### config.mk
export PLATFORM = sky130hd
export DESIGN_NAME = base64_variant_stream_codec_core
export DESIGN_NICKNAME = d
export VERILOG_FILES = /design/src/sv/b64v_pkg.sv /design/src/sv/base64_variant_stream_codec_core.sv
export SDC_FILE = /design/constraint.sdc
export NUM_CORES = 1
export LEC_CHECK = 0
export ABC_CLOCK_PERIOD_IN_PS = 3800
export BUFFER_PORTS_ARGS = -buffer_cell sky130_fd_sc_hd__buf_2
export CAP_MARGIN = 20
export CORE_MARGIN = 4
export CORE_UTILIZATION = 42
export DETAILED_ROUTE_END_ITERATION = 10
export GPL_TIMING_DRIVEN = 0
export PLACE_DENSITY = 0.63
export SLEW_MARGIN = 25
export SYNTH_ARGS = -nofsm -noshare
export SYNTH_HDL_FRONTEND = slang
export SYNTH_SLANG_ARGS = --single-unit
### constraint.sdc
create_clock -name aclk -period 3.8 [get_ports aclk]
set_input_delay 0.38 -clock aclk [delete_from_list [all_inputs] [get_ports aclk]]
set_output_delay 0.38 -clock aclk [all_outputs]
set_load 0.01 [all_outputs]
### src/sv/b64v_pkg.sv
package b64v_pkg;

    localparam int DATA_W = 8;
    localparam int ERR_W  = 2;
    localparam int SYM_W  = 6;

    localparam logic [ERR_W-1:0] ERR_NONE  = 2'd0;
    localparam logic [ERR_W-1:0] ERR_SYM   = 2'd1;
    localparam logic [ERR_W-1:0] ERR_COUNT = 2'd2;

    localparam logic MODE_ENCODE = 1'b0;
    localparam logic MODE_DECODE = 1'b1;

    localparam int REG_MODE = 0;

    typedef struct packed {
        logic [DATA_W-1:0] data;
        logic              last;
        logic [ERR_W-1:0]  err;
    } res_t;

    typedef struct packed {
        logic             ok;
        logic [SYM_W-1:0] value;
    } sym_dec_t;

    // 6-bit value to alphabet character: 0-9, A-Z, a-z, '+', '*'
    function automatic logic [DATA_W-1:0] sym_char(input logic [SYM_W-1:0] v);
        logic [DATA_W-1:0] v8;
        logic [DATA_W-1:0] c;
        v8 = {2'b00, v};
        if (v < 6'd10) begin
            c = 8'h30 + v8;
        end else if (v < 6'd36) begin
            c = 8'h41 + v8 - 8'd10;
        end else if (v < 6'd62) begin
            c = 8'h61 + v8 - 8'd36;
        end else if (v == 6'd62) begin
            c = 8'h2B;
        end else begin
            c = 8'h2A;
        end
        return c;
    endfunction

    function automatic sym_dec_t sym_value(input logic [DATA_W-1:0] c);
        sym_dec_t r;
        logic [DATA_W-1:0] d;
        r.ok    = 1'b1;
        r.value = '0;
        if (c >= 8'h30 && c <= 8'h39) begin
            d = c - 8'h30;
            r.value = d[SYM_W-1:0];
        end else if (c >= 8'h41 && c <= 8'h5A) begin
            d = c - 8'h41 + 8'd10;
            r.value = d[SYM_W-1:0];
        end else if (c >= 8'h61 && c <= 8'h7A) begin
            d = c - 8'h61 + 8'd36;
            r.value = d[SYM_W-1:0];
        end else if (c == 8'h2B) begin
            r.value = 6'd62;
        end else if (c == 8'h2A) begin
            r.value = 6'd63;
        end else begin
            r.ok = 1'b0;
        end
        return r;
    endfunction

endpackage

### src/sv/base64_variant_stream_codec_core.sv
// Streaming Base64-style codec, alphabet 0-9 A-Z a-z + *, LSB-first packing,
// no padding.
// Slave stream: one byte (encode) or one symbol character (decode) per beat,
// s_tlast marks the final item of a message.
// Master stream: symbol characters (encode) or decoded bytes (decode);
// m_tuser carries the error code, m_tlast ends the message.
// APB register 0 (address 0): mode, 0 encode, 1 decode. Writing it abandons
// any unfinished message. Write only while the block is idle.
// A beat passes the input register, then the result register, to the master.
// Throughput: one input beat per cycle while each beat gives at most one
// result and the receiver does not stall. In encode, the third byte of a
// group and a final byte give two results each; the next beat then waits
// until the single result port has drained the two-entry result buffer.
// A receiver stall holds the results in the buffer; one further input beat
// is held in the input register, then s_tready drops.
// Reset (aresetn low, synchronous) empties both registers and returns mode
// to encode with phase and held bits cleared.
module base64_variant_stream_codec_core (
    input  logic                        aclk,
    input  logic                        aresetn,
    input  logic                        s_tvalid,
    output logic                        s_tready,
    input  logic [b64v_pkg::DATA_W-1:0] s_tdata,   // [7:0] in_byte
    input  logic                        s_tlast,
    output logic                        m_tvalid,
    input  logic                        m_tready,
    output logic [b64v_pkg::DATA_W-1:0] m_tdata,   // [7:0] out_byte
    output logic [b64v_pkg::ERR_W-1:0]  m_tuser,   // [1:0] out_error
    output logic                        m_tlast,
    input  logic                        psel,
    input  logic                        penable,
    input  logic                        pwrite,
    input  logic [2:0]                  paddr,
    input  logic [31:0]                 pwdata,
    output logic [31:0]                 prdata,
    output logic                        pready
);
    import b64v_pkg::*;

    logic                mode_reg;
    logic [1:0]          phase_reg,  phase_next;
    logic [5:0]          held_reg,   held_next;
    logic                disc_reg,   disc_next;

    logic                in_vld_reg;
    logic [DATA_W-1:0]   in_data_reg;
    logic                in_last_reg;

    res_t                slot0_reg, slot1_reg;
    logic [1:0]          cnt_reg;

    res_t                r0, r1;
    logic [1:0]          n_res;
    logic                out_free, proc, pop, cfg_wr;
    sym_dec_t            sd;
    logic [DATA_W-1:0]   u8, h8, dbyte;
    logic [1:0]          ep;

    assign pready   = 1'b1;
    assign cfg_wr   = psel && penable && pwrite && (paddr[2] == 1'b0);
    assign prdata   = (paddr[2] == 1'b0) ? {31'b0, mode_reg} : 32'b0;

    assign pop      = (cnt_reg != 2'd0) && m_tready;
    assign out_free = (cnt_reg == 2'd0) || (cnt_reg == 2'd1 && m_tready);
    assign proc     = in_vld_reg && out_free;
    assign s_tready = !in_vld_reg || proc;

    assign m_tvalid = (cnt_reg != 2'd0);
    assign m_tdata  = slot0_reg.data;
    assign m_tlast  = slot0_reg.last;
    assign m_tuser  = slot0_reg.err;

    assign sd = sym_value(in_data_reg);
    assign u8 = {2'b00, sd.value};
    assign h8 = {2'b00, held_reg};
    assign ep = (phase_reg == 2'd3) ? 2'd0 : phase_reg;

    always_comb begin
        r0         = '0;
        r1         = '0;
        n_res      = 2'd0;
        phase_next = phase_reg;
        held_next  = held_reg;
        disc_next  = disc_reg;
        dbyte      = '0;
        if (disc_reg) begin
            if (in_last_reg) begin
                disc_next  = 1'b0;
                phase_next = 2'd0;
                held_next  = '0;
            end
        end else if (mode_reg == MODE_ENCODE) begin
            n_res = 2'd1;
            case (ep)
                2'd0: begin
                    r0.data    = sym_char(in_data_reg[5:0]);
                    held_next  = {4'b0, in_data_reg[7:6]};
                    phase_next = 2'd1;
                    if (in_last_reg) begin
                        r1.data = sym_char({4'b0, in_data_reg[7:6]});
                        r1.last = 1'b1;
                        n_res   = 2'd2;
                    end
                end
                2'd1: begin
                    r0.data    = sym_char(held_reg | {in_data_reg[3:0], 2'b00});
                    held_next  = {2'b0, in_data_reg[7:4]};
                    phase_next = 2'd2;
                    if (in_last_reg) begin
                        r1.data = sym_char({2'b0, in_data_reg[7:4]});
                        r1.last = 1'b1;
                        n_res   = 2'd2;
                    end
                end
                default: begin
                    r0.data    = sym_char(held_reg | {in_data_reg[1:0], 4'b0000});
                    r1.data    = sym_char(in_data_reg[7:2]);
                    r1.last    = in_last_reg;
                    n_res      = 2'd2;
                    phase_next = 2'd0;
                    held_next  = '0;
                end
            endcase
            if (in_last_reg) begin
                phase_next = 2'd0;
                held_next  = '0;
            end
        end else begin
            if (in_last_reg && phase_reg == 2'd0) begin
                r0.last    = 1'b1;
                r0.err     = ERR_COUNT;
                n_res      = 2'd1;
                phase_next = 2'd0;
                held_next  = '0;
            end else if (!sd.ok) begin
                r0.last    = 1'b1;
                r0.err     = ERR_SYM;
                n_res      = 2'd1;
                phase_next = 2'd0;
                held_next  = '0;
                disc_next  = !in_last_reg;
            end else begin
                n_res = 2'd1;
                case (phase_reg)
                    2'd0: begin
                        held_next  = sd.value;
                        phase_next = 2'd1;
                        n_res      = 2'd0;
                    end
                    2'd1: begin
                        dbyte      = h8 | (u8 << 6);
                        held_next  = {2'b0, sd.value[5:2]};
                        phase_next = 2'd2;
                    end
                    2'd2: begin
                        dbyte      = h8 | (u8 << 4);
                        held_next  = {4'b0, sd.value[5:4]};
                        phase_next = 2'd3;
                    end
                    default: begin
                        dbyte      = h8 | (u8 << 2);
                        held_next  = '0;
                        phase_next = 2'd0;
                    end
                endcase
                r0.data = dbyte;
                r0.last = in_last_reg;
                if (in_last_reg) begin
                    phase_next = 2'd0;
                    held_next  = '0;
                end
            end
        end
    end

    always_ff @(posedge aclk) begin
        if (!aresetn) begin
            mode_reg   <= MODE_ENCODE;
            phase_reg  <= '0;
            held_reg   <= '0;
            disc_reg   <= 1'b0;
            in_vld_reg <= 1'b0;
            cnt_reg    <= '0;
        end else begin
            if (cfg_wr) begin
                mode_reg  <= pwdata[0];
                phase_reg <= '0;
                held_reg  <= '0;
                disc_reg  <= 1'b0;
            end else if (proc) begin
                phase_reg <= phase_next;
                held_reg  <= held_next;
                disc_reg  <= disc_next;
            end

            if (s_tvalid && s_tready) begin
                in_vld_reg <= 1'b1;
            end else if (proc) begin
                in_vld_reg <= 1'b0;
            end

            // a new beat only lands when the buffer is empty or emptying
            if (proc) begin
                cnt_reg <= n_res;
            end else if (pop) begin
                cnt_reg <= cnt_reg - 2'd1;
            end
        end
    end

    always_ff @(posedge aclk) begin
        if (s_tvalid && s_tready) begin
            in_data_reg <= s_tdata;
            in_last_reg <= s_tlast;
        end
        if (proc) begin
            slot0_reg <= r0;
            slot1_reg <= r1;
        end else if (pop) begin
            slot0_reg <= slot1_reg;
        end
    end

endmodule

# Word level (Yosys, flattened, before mapping)
# Cells that the tools add are included.
[word_totals] reg_bits=42 inputBits=51 wordCells=188
[op_classes] n_addsub=32 magnitude_cmp=20 n_eq_ne=12 muxes=79 bitwise=7 reduce_logical=25
[ops] cell="8-bit two-way mux" count=18
[ops] cell="6-bit two-way mux" count=12
[ops] cell="7-bit by 6-bit adder with 8-bit output (first input constant)" count=8
[ops] cell="6-bit < comparator (second input constant)" count=8
[ops] cell="8-bit by 4-bit subtractor with 8-bit output (second input constant)" count=5
[ops] cell="8-bit by 6-bit subtractor with 8-bit output (second input constant)" count=5
[ops] cell="11-bit two-way mux" count=3
[ops] cell="6-bit by 6-bit adder with 7-bit output (first input constant)" count=4
[ops] cell="2-bit two-way mux" count=14
[ops] cell="6-bit equality test (second input constant)" count=4
[ops] cell="6-bit by 4-bit < comparator with 1-bit output (second input constant)" count=4
[ops] cell="6-bit by 8-bit bitwise OR with 8-bit output" count=3
[ops] cell="8-bit case mux with 3 select lines" count=1
[ops] cell="1-bit two-way mux" count=22
[ops] cell="6-bit case mux with 3 select lines" count=1
[ops] cell="9-bit case mux with 2 select lines" count=1
[ops] cell="7-bit by 4-bit adder with 8-bit output (first input constant)" count=2
[ops] cell="8-bit by 6-bit equality test with 1-bit output (second input constant)" count=2
[ops] cell="8-bit by 7-bit greater-or-equal comparator with 1-bit output (second input constant)" count=2
[ops] cell="8-bit by 7-bit <= comparator with 1-bit output (second input constant)" count=2
[ops] cell="8-bit case mux with 2 select lines" count=1
[ops] cell="6-bit bitwise OR" count=2
[ops] cell="6-bit subtractor (second input constant)" count=2
[ops] cell="1-bit logical AND" count=11
[ops] cell="25 further kinds" count=38

# Depth between registers and ports, before layout
# Gate-level depths: netlist (run 1).
[logic_depth] ltp_word=13 mapped_depth=13 mapped_depth_nobuf=10

# Worst setup path after synthesis (run 1)
# No wires, ideal clock.
[synth_path] path_kind="reg2reg" start="register in_data_reg[1]" end="register slot0_reg, in the netlist m_tdata[6], data pin" setup_ns=0.180 t_arrival_ns=3.162 path_slack_ns=0.458 path_stages_with_launch=13 path_cell_list="edfxtp_1 clkbuf_1 clkbuf_1 inv_1 ha_1 nand3b_1 a311oi_1 or3_4 buf_6 a31oi_1 o21ai_0 a22oi_1 o311ai_1"
[synth_between] elab_chain_cells=13
[synth_rtl] item="from (decl)" line="base64_variant_stream_codec_core.sv:46" text="logic [DATA_W-1:0] in_data_reg;"
[synth_rtl] item="from (signal assigned)" line="base64_variant_stream_codec_core.sv:213" text="in_data_reg <= s_tdata;"
[synth_rtl] item="parallel branches: the longest is 10 deep, another holds 6-bit subtractor"
[synth_rtl] item="8-bit two-way mux (*)" line="base64_variant_stream_codec_core.sv:92" text="end else if (mode_reg == MODE_ENCODE) begin"
[synth_rtl] item="11-bit two-way mux (*)" line="base64_variant_stream_codec_core.sv:86" text="if (disc_reg) begin"
[synth_rtl] item="11-bit two-way mux (*)" line="base64_variant_stream_codec_core.sv:216" text="if (proc) begin"
[synth_rtl] item="to (signal assigned)" line="base64_variant_stream_codec_core.sv:217" text="slot0_reg <= r0;"
[synth_rtl] item="to (signal assigned)" line="base64_variant_stream_codec_core.sv:220" text="slot0_reg <= slot1_reg;"
[synth_rtl] item="to (decl)" line="base64_variant_stream_codec_core.sv:49" text="res_t slot0_reg, slot1_reg;"
# Mark *: on every way between the ends.
# A chain may end at the register's enable or synchronous reset.

# Final worst setup path (run 1)
# Ends and elaborated chain as after synthesis.

==> results of run 1 <==
[path summary, 6_finish.rpt]
kind                                     start        endpoint  slack, ns  cells after the start
worst min-delay path                s_tdata[7]  in_data_reg[7]       0.26                      1
worst min register to register    slot1_reg[2]         m_tlast       0.55                      2
worst max-delay path            in_data_reg[1]      m_tdata[6]       0.13                     12
worst max register to register  in_data_reg[1]      m_tdata[6]       0.13                     12
[cell families after synthesis]
logic type,count (synthesis),synth area share
AOI/OAI and AO/OA,228,0.338
xor gates and xnor gates,6,0.0110
adders and majority gates,31,0.0814
buffers and inverters,106,0.112
DFF,41,0.231
muxes,7,0.0150
other,2,0.00158
and+or+nand+nor,193,0.211
[layout make-up]
type	instances	area [um^2]
inverter	30	113
clock inverter	3	41.3
buffer	76	427
fill	1110	5520
clock buffer	5	125
tap	140	175
multi-input combinational	497	3290
timing repair buffer	35	185
sequential	41	1100
[cells in the final DEF, fill, tap and decap left out, types with 7 or more instances in the layout]
master / n
nor2b_1: 11
o221ai_1: 7
edfxtp_1: 28
clkbuf_1: 35
o211ai_1: 7
or2_2: 9
dfxtp_1: 13
a31oi_1: 10
nor3_1: 16
conb_1: 32
buf_4: 36
nand2_1: 41
and3_1: 8
nand3_1: 19
buf_2: 31
nand4_1: 16
o21a_1: 8
inv_1: 28
ha_1: 30
a21oi_1: 48
nor2_1: 41
o21ai_0: 50
[critical path: stages, from the launching register on]
cell and delay [ns]:
edfxtp_1 0.50, clkbuf_2 0.30, clkbuf_2 0.27, inv_1 0.15, ha_1 0.24, nand3b_1 0.26
a311oi_4 0.48, or3_4 0.22, buf_6 0.14, nand4_1 0.15, a21oi_4 0.28, a22oi_1 0.14
o311ai_1 0.32
[power by group]
part	total, W	switching (W)	internal, W
Sequential	0.000602	0.0000373	0.000564
Clock	0.000491	0.000183	0.000308
Combinational	0.00102	0.000664	0.000361
[repair_timing]
| item | in CTS | in global routing |
|---|---|---|
| endpoints found under the setup margin | 19 | 11 |
| gates cloned | 0 | 0 |
| resized for setup | 7 | 11 |
| setup buffers | 0 | 4 |
| pin swaps | 0 | 2 |
[per-layer routing]
metal  vias up  GRT usage
li1       2420          -
met1      2420      0.327
met2       297      0.392
met3        43     0.0433
met4         0     0.0800
met5         -          0
[metrics by stage]
step	setup WS (ns)	total power, W	instance area, um^2
after floorplan	0.458	0.00130	4880
after global placement	-0.825	0.00157	5210
after detailed placement	-0.808	0.00158	5210
after CTS	0.000822	0.00208	5400
after global routing	0.0168	0.00224	5460
final	0.133	0.00212	5460
==> results.ini, run 1 <==
[route]
routed.top_layer = met4
drt-initial-drc-count = 600
vias = 5180
wl_met3_um = 1470
wire_per_inst_um = 19.7
via_per_inst = 6.26
wl_met1_um = 6930
totalWireLength_um = 16300
ant_nets = 0
drc_errors = 0
met2_length_um = 7390
drtPass1Iterations = 5

[floorplan]
io_pins = 97
die_h_um = 115
row_count = 38
die_area_mm2 = 0.0131
initial_core_util = 0.434
die_w_um = 115
fp.coreArea_mm2 = 0.0110

[sta]
slew_headroom = 0.461
rsz0062_at_grt = false
post-route-min-period_ns = 3.67
setup_viol = 0
slew_viol_final = 0
fin_crit_sh = 0.965
hold_violations = 0
clock_skew_ns = 0.00296
fin_setup_tns_ns = 0
max_freq_mhz = 273
worst_pin_slew_ns = 0.809
fin_hold_ws_ns = 0.263

[clock_network]
cts_buffers = 5
path_clk_slew_ns = 0.06
htreeDepth = 2
cts_sinks = 41
cts_tree = yes
clk_latency_ns = 0.29
cts_buffer_depth = 2
cts_hold_buf = 0
clockRootBuffer = clkbuf_16

[run_status]
status = completed

[yosys]
synth-seq-area-share = 0.231
ys.flop_type = edfxtp_1
synth_commonest_cells = 52 x o21ai_0, 48 x a21oi_1, 41 x nand2_1, 41 x nor2_1, 40 x clkbuf_1
synth_seq_cells = 41
syn_avg_cell_area_um2 = 7.76
synth_most_common_cell = o21ai_0
synthTopCellsByArea = edfxtp_1 18%, ha_1 8.1%, dfxtp_1 5.5%
synthArstFlopShare = 0
synthCells = 614
synth_area_mm2 = 0.00477
synth_cell_types = 82
yosysWarningCount = 0
synth_top_area_share = 0.176
synth_area_leader_cell = edfxtp_1
synth_edf_count = 28

[final_layout]
layout.cells.non_filler = 827
area_growth_pct = 14.6
drive_gt1_frac = 0.163
final_core_utilization = 0.497
fin_nets = 768
diodes = 0

[placement]
gp_congestion = 0.951
dp_hpwl_um = 12200
dp_cells = 815
portBuffers = 31

[global_route]
antenna_found_initial = 0
grt_pass1_vias = 4777
grt_use_total = 0.243
gr-total-overflow = 0
grt_pass1_wl_um = 25300
grt_max_degree = 18

[worst_setup_path]
critPathCaptureType = register
cp_max_fo = 10
path_class = reg2reg
worstPathRequired_ns = 3.90
worstSetupStartpointType = register
cp.arrival_ns = 3.76

[worst_hold_path]
hold_class = in2reg

[pwr]
leakage_nw = 2.16
power_density_mw_per_mm2 = 388
vdd_drop_max_uv = 255

[flow_run]
cap_violations = 0

Power figures use the tool's default switching activity.
==> run 2: changes to the inputs <==
Settings changed: CORE_MARGIN 4 to 2, RECOVER_POWER from default to 50.
==> run 2 against run 1 <==
Total power fell by 4.1%; sequential share of layout area rose by 0.35 points; clock skew rose by 0.0041 ns; critical path type unchanged; largest cell class unchanged; highest routed layer unchanged.
==> results.ini, run 2 (same netlist as run 1, synthesis figures left out) <==
[final_layout]
area_growth_pct = 12.6
diodes = 0
postLayoutCellArea_mm2 = 0.00537
drive_gt1_frac = 0.138
mostFrequentLayoutCells = 50 x o21ai_0, 48 x a21oi_1, 46 x clkbuf_1
final_common_cell = o21ai_0
n_fill_cell = 1133
final_core_utilization = 0.491
fin_nets = 762

[worst_setup_path]
regToRegSetupSlack_ns = 0.23
critPathMaxStageDelay_ns = 0.60
cp_max_fo = 10
path_cells = clkinvlp_4 > ha_1 > a211o_1 > o311a_4 > o32ai_2 > nor2_2 > nor4_4 > o41ai_2 > a221oi_2
cp-startpoint = in_data_reg[2]
cp.arrival_ns = 3.78
critPathCaptureType = register
reg2reg_from = in_data_reg[2]
path_class = reg2reg
worstPathRequired_ns = 4.00
r2r_cells = 9
worstSetupStartpointType = register
crit_end = held_reg[1]
crit_slowest_cell = edfxtp_1
r2r-end = held_reg[1]

[route]
wire_per_inst_um = 19.6
drtPass1Iterations = 7
vias = 5130
ant_nets = 0
drt-initial-drc-count = 570
drc_errors = 0
totalWireLength_um = 16100
via_per_inst = 6.25

[clock_network]
path_clk_slew_ns = 0.06
clockRootBuffer = clkbuf_16
cts_tree = yes
htreeDepth = 2
cts_buffer_depth = 2
cts_sinks = 41
clk_latency_ns = 0.29
cts_buffers = 5
cts_hold_buf = 0

[floorplan]
die_h_um = 111
initial_core_util = 0.436
fp.coreArea_mm2 = 0.0109
die_area_mm2 = 0.0122
row_count = 38
io_pins = 97
die_w_um = 111

[global_route]
grt_pass1_wl_um = 25900
grt_pass1_vias = 4758
grt_use_total = 0.259
grt_max_degree = 20
antenna_found_initial = 0
gr-total-overflow = 0

[placement]
dp_hpwl_um = 12200
portBuffers = 31
dpl_cell_area_mm2 = 0.00522
gp_congestion = 0.958
dpl_worst_slack_ns = -0.617

[sta]
slew_headroom = 0.442
hold_violations = 0
setup_viol = 0
rsz0062_at_grt = false
max_freq_mhz = 280
slew_viol_final = 0
post-route-min-period_ns = 3.57
worst_pin_slew_ns = 0.837
clock_skew_ns = 0.00705
setup_ws_ns = 0.227
fin_crit_sh = 0.940

[pwr]
p_sw_w = 0.000877
clock_power_share = 0.206
leakage_nw = 2.09
power_w = 0.00203
pwr-share-comb = 0.497
vdd_drop_max_uv = 242
power_density_mw_per_mm2 = 378
internal-power_w = 0.00115
p_sw_frac = 0.432
power_frac_seq = 0.297

[run_status]
status = completed

[flow_run]
cap_violations = 0

[worst_hold_path]
hold_class = in2reg

[run 2: cell count changes in the layout (fill, tap and decap cells not counted), moves of 2 or more]
cell / delta
buf_2: -13
buf_4: -3
clkbuf_1: +11
clkinv_1: -2
clkinv_2: +2
[run 2: worst min-delay path by stage]
| stage | endpoint | start | slack, ns | cells after the start |
|---|---|---|---|---|
| after floorplan | held_reg[5] | held_reg[5] | 0.47 | 2 |
| after global placement | m_tlast | slot1_reg[2] | 0.52 | 2 |
| after detailed placement | held_reg[5] | held_reg[5] | 0.53 | 2 |
| after CTS | in_data_reg[7] | s_tdata[7] | 0.26 | 1 |
| after global routing | in_data_reg[6] | s_tdata[6] | 0.26 | 1 |
| final | in_data_reg[7] | s_tdata[7] | 0.26 | 1 |
[run 2: repair_timing]
action	in CTS	in global routing
setup endpoints to repair	14	13
gates cloned	0	0
setup buffers	0	1
resized for setup	5	11
pin swaps	0	1
[run 2: worst max-delay path: cells and delay by family (launching register included)]
family / cells / cell delay (ns)
buffers and inverters: 1 / 0.36
AOI/OAI and AO/OA: 5 / 1.50
adders and majority gates: 1 / 0.35
DFF: 1 / 0.60
and+or+nand+nor: 2 / 0.66
[run 2: cell type report]
type                    count  area, um^2  share of cell area
clock inverters             2        10.0             0.00186
plain buffers              73         418              0.0779
flip-flops and latches     41        1100               0.205
multi-input cells         497        3270               0.610
well taps                 140         175              0.0326
inverters                  30         116              0.0217
repair buffers             32         146              0.0273
clock buffers               6         129              0.0240
[run 2: stage by stage]
| step | TNS [ns] | instances | hold slack (ns) |
|---|---|---|---|
| 3_3_place_gp | -11.32 | 815 | 0.525 |
| 4_1_cts | 0 | 821 | 0.262 |
| 5_1_grt | 0 | 821 | 0.261 |
| 3_5_place_dp | -4.69 | 815 | 0.527 |
| 6_report | 0 | 821 | 0.263 |
| 2_1_floorplan | 0 | 644 | 0.471 |
[run 2: routing by layer]
layer	wire length [um]	GRT usage	part of all wire
met3	1060	0.0318	0.066
met2	7430	0.412	0.46
met1	7240	0.363	0.45
met5	0	0	0
met4	358	0.0883	0.022
[run 2: power by group through the flow]
stage / sequential (W) / combinational, W / clock [W]
2_1_floorplan: 0.000613 / 0.000686 / 0
3_3_place_gp: 0.000608 / 0.000968 / 0
3_5_place_dp: 0.000610 / 0.000980 / 0
4_1_cts: 0.000601 / 0.000988 / 0.000423
5_1_grt: 0.000611 / 0.00110 / 0.000440
6_report: 0.000604 / 0.00101 / 0.000417
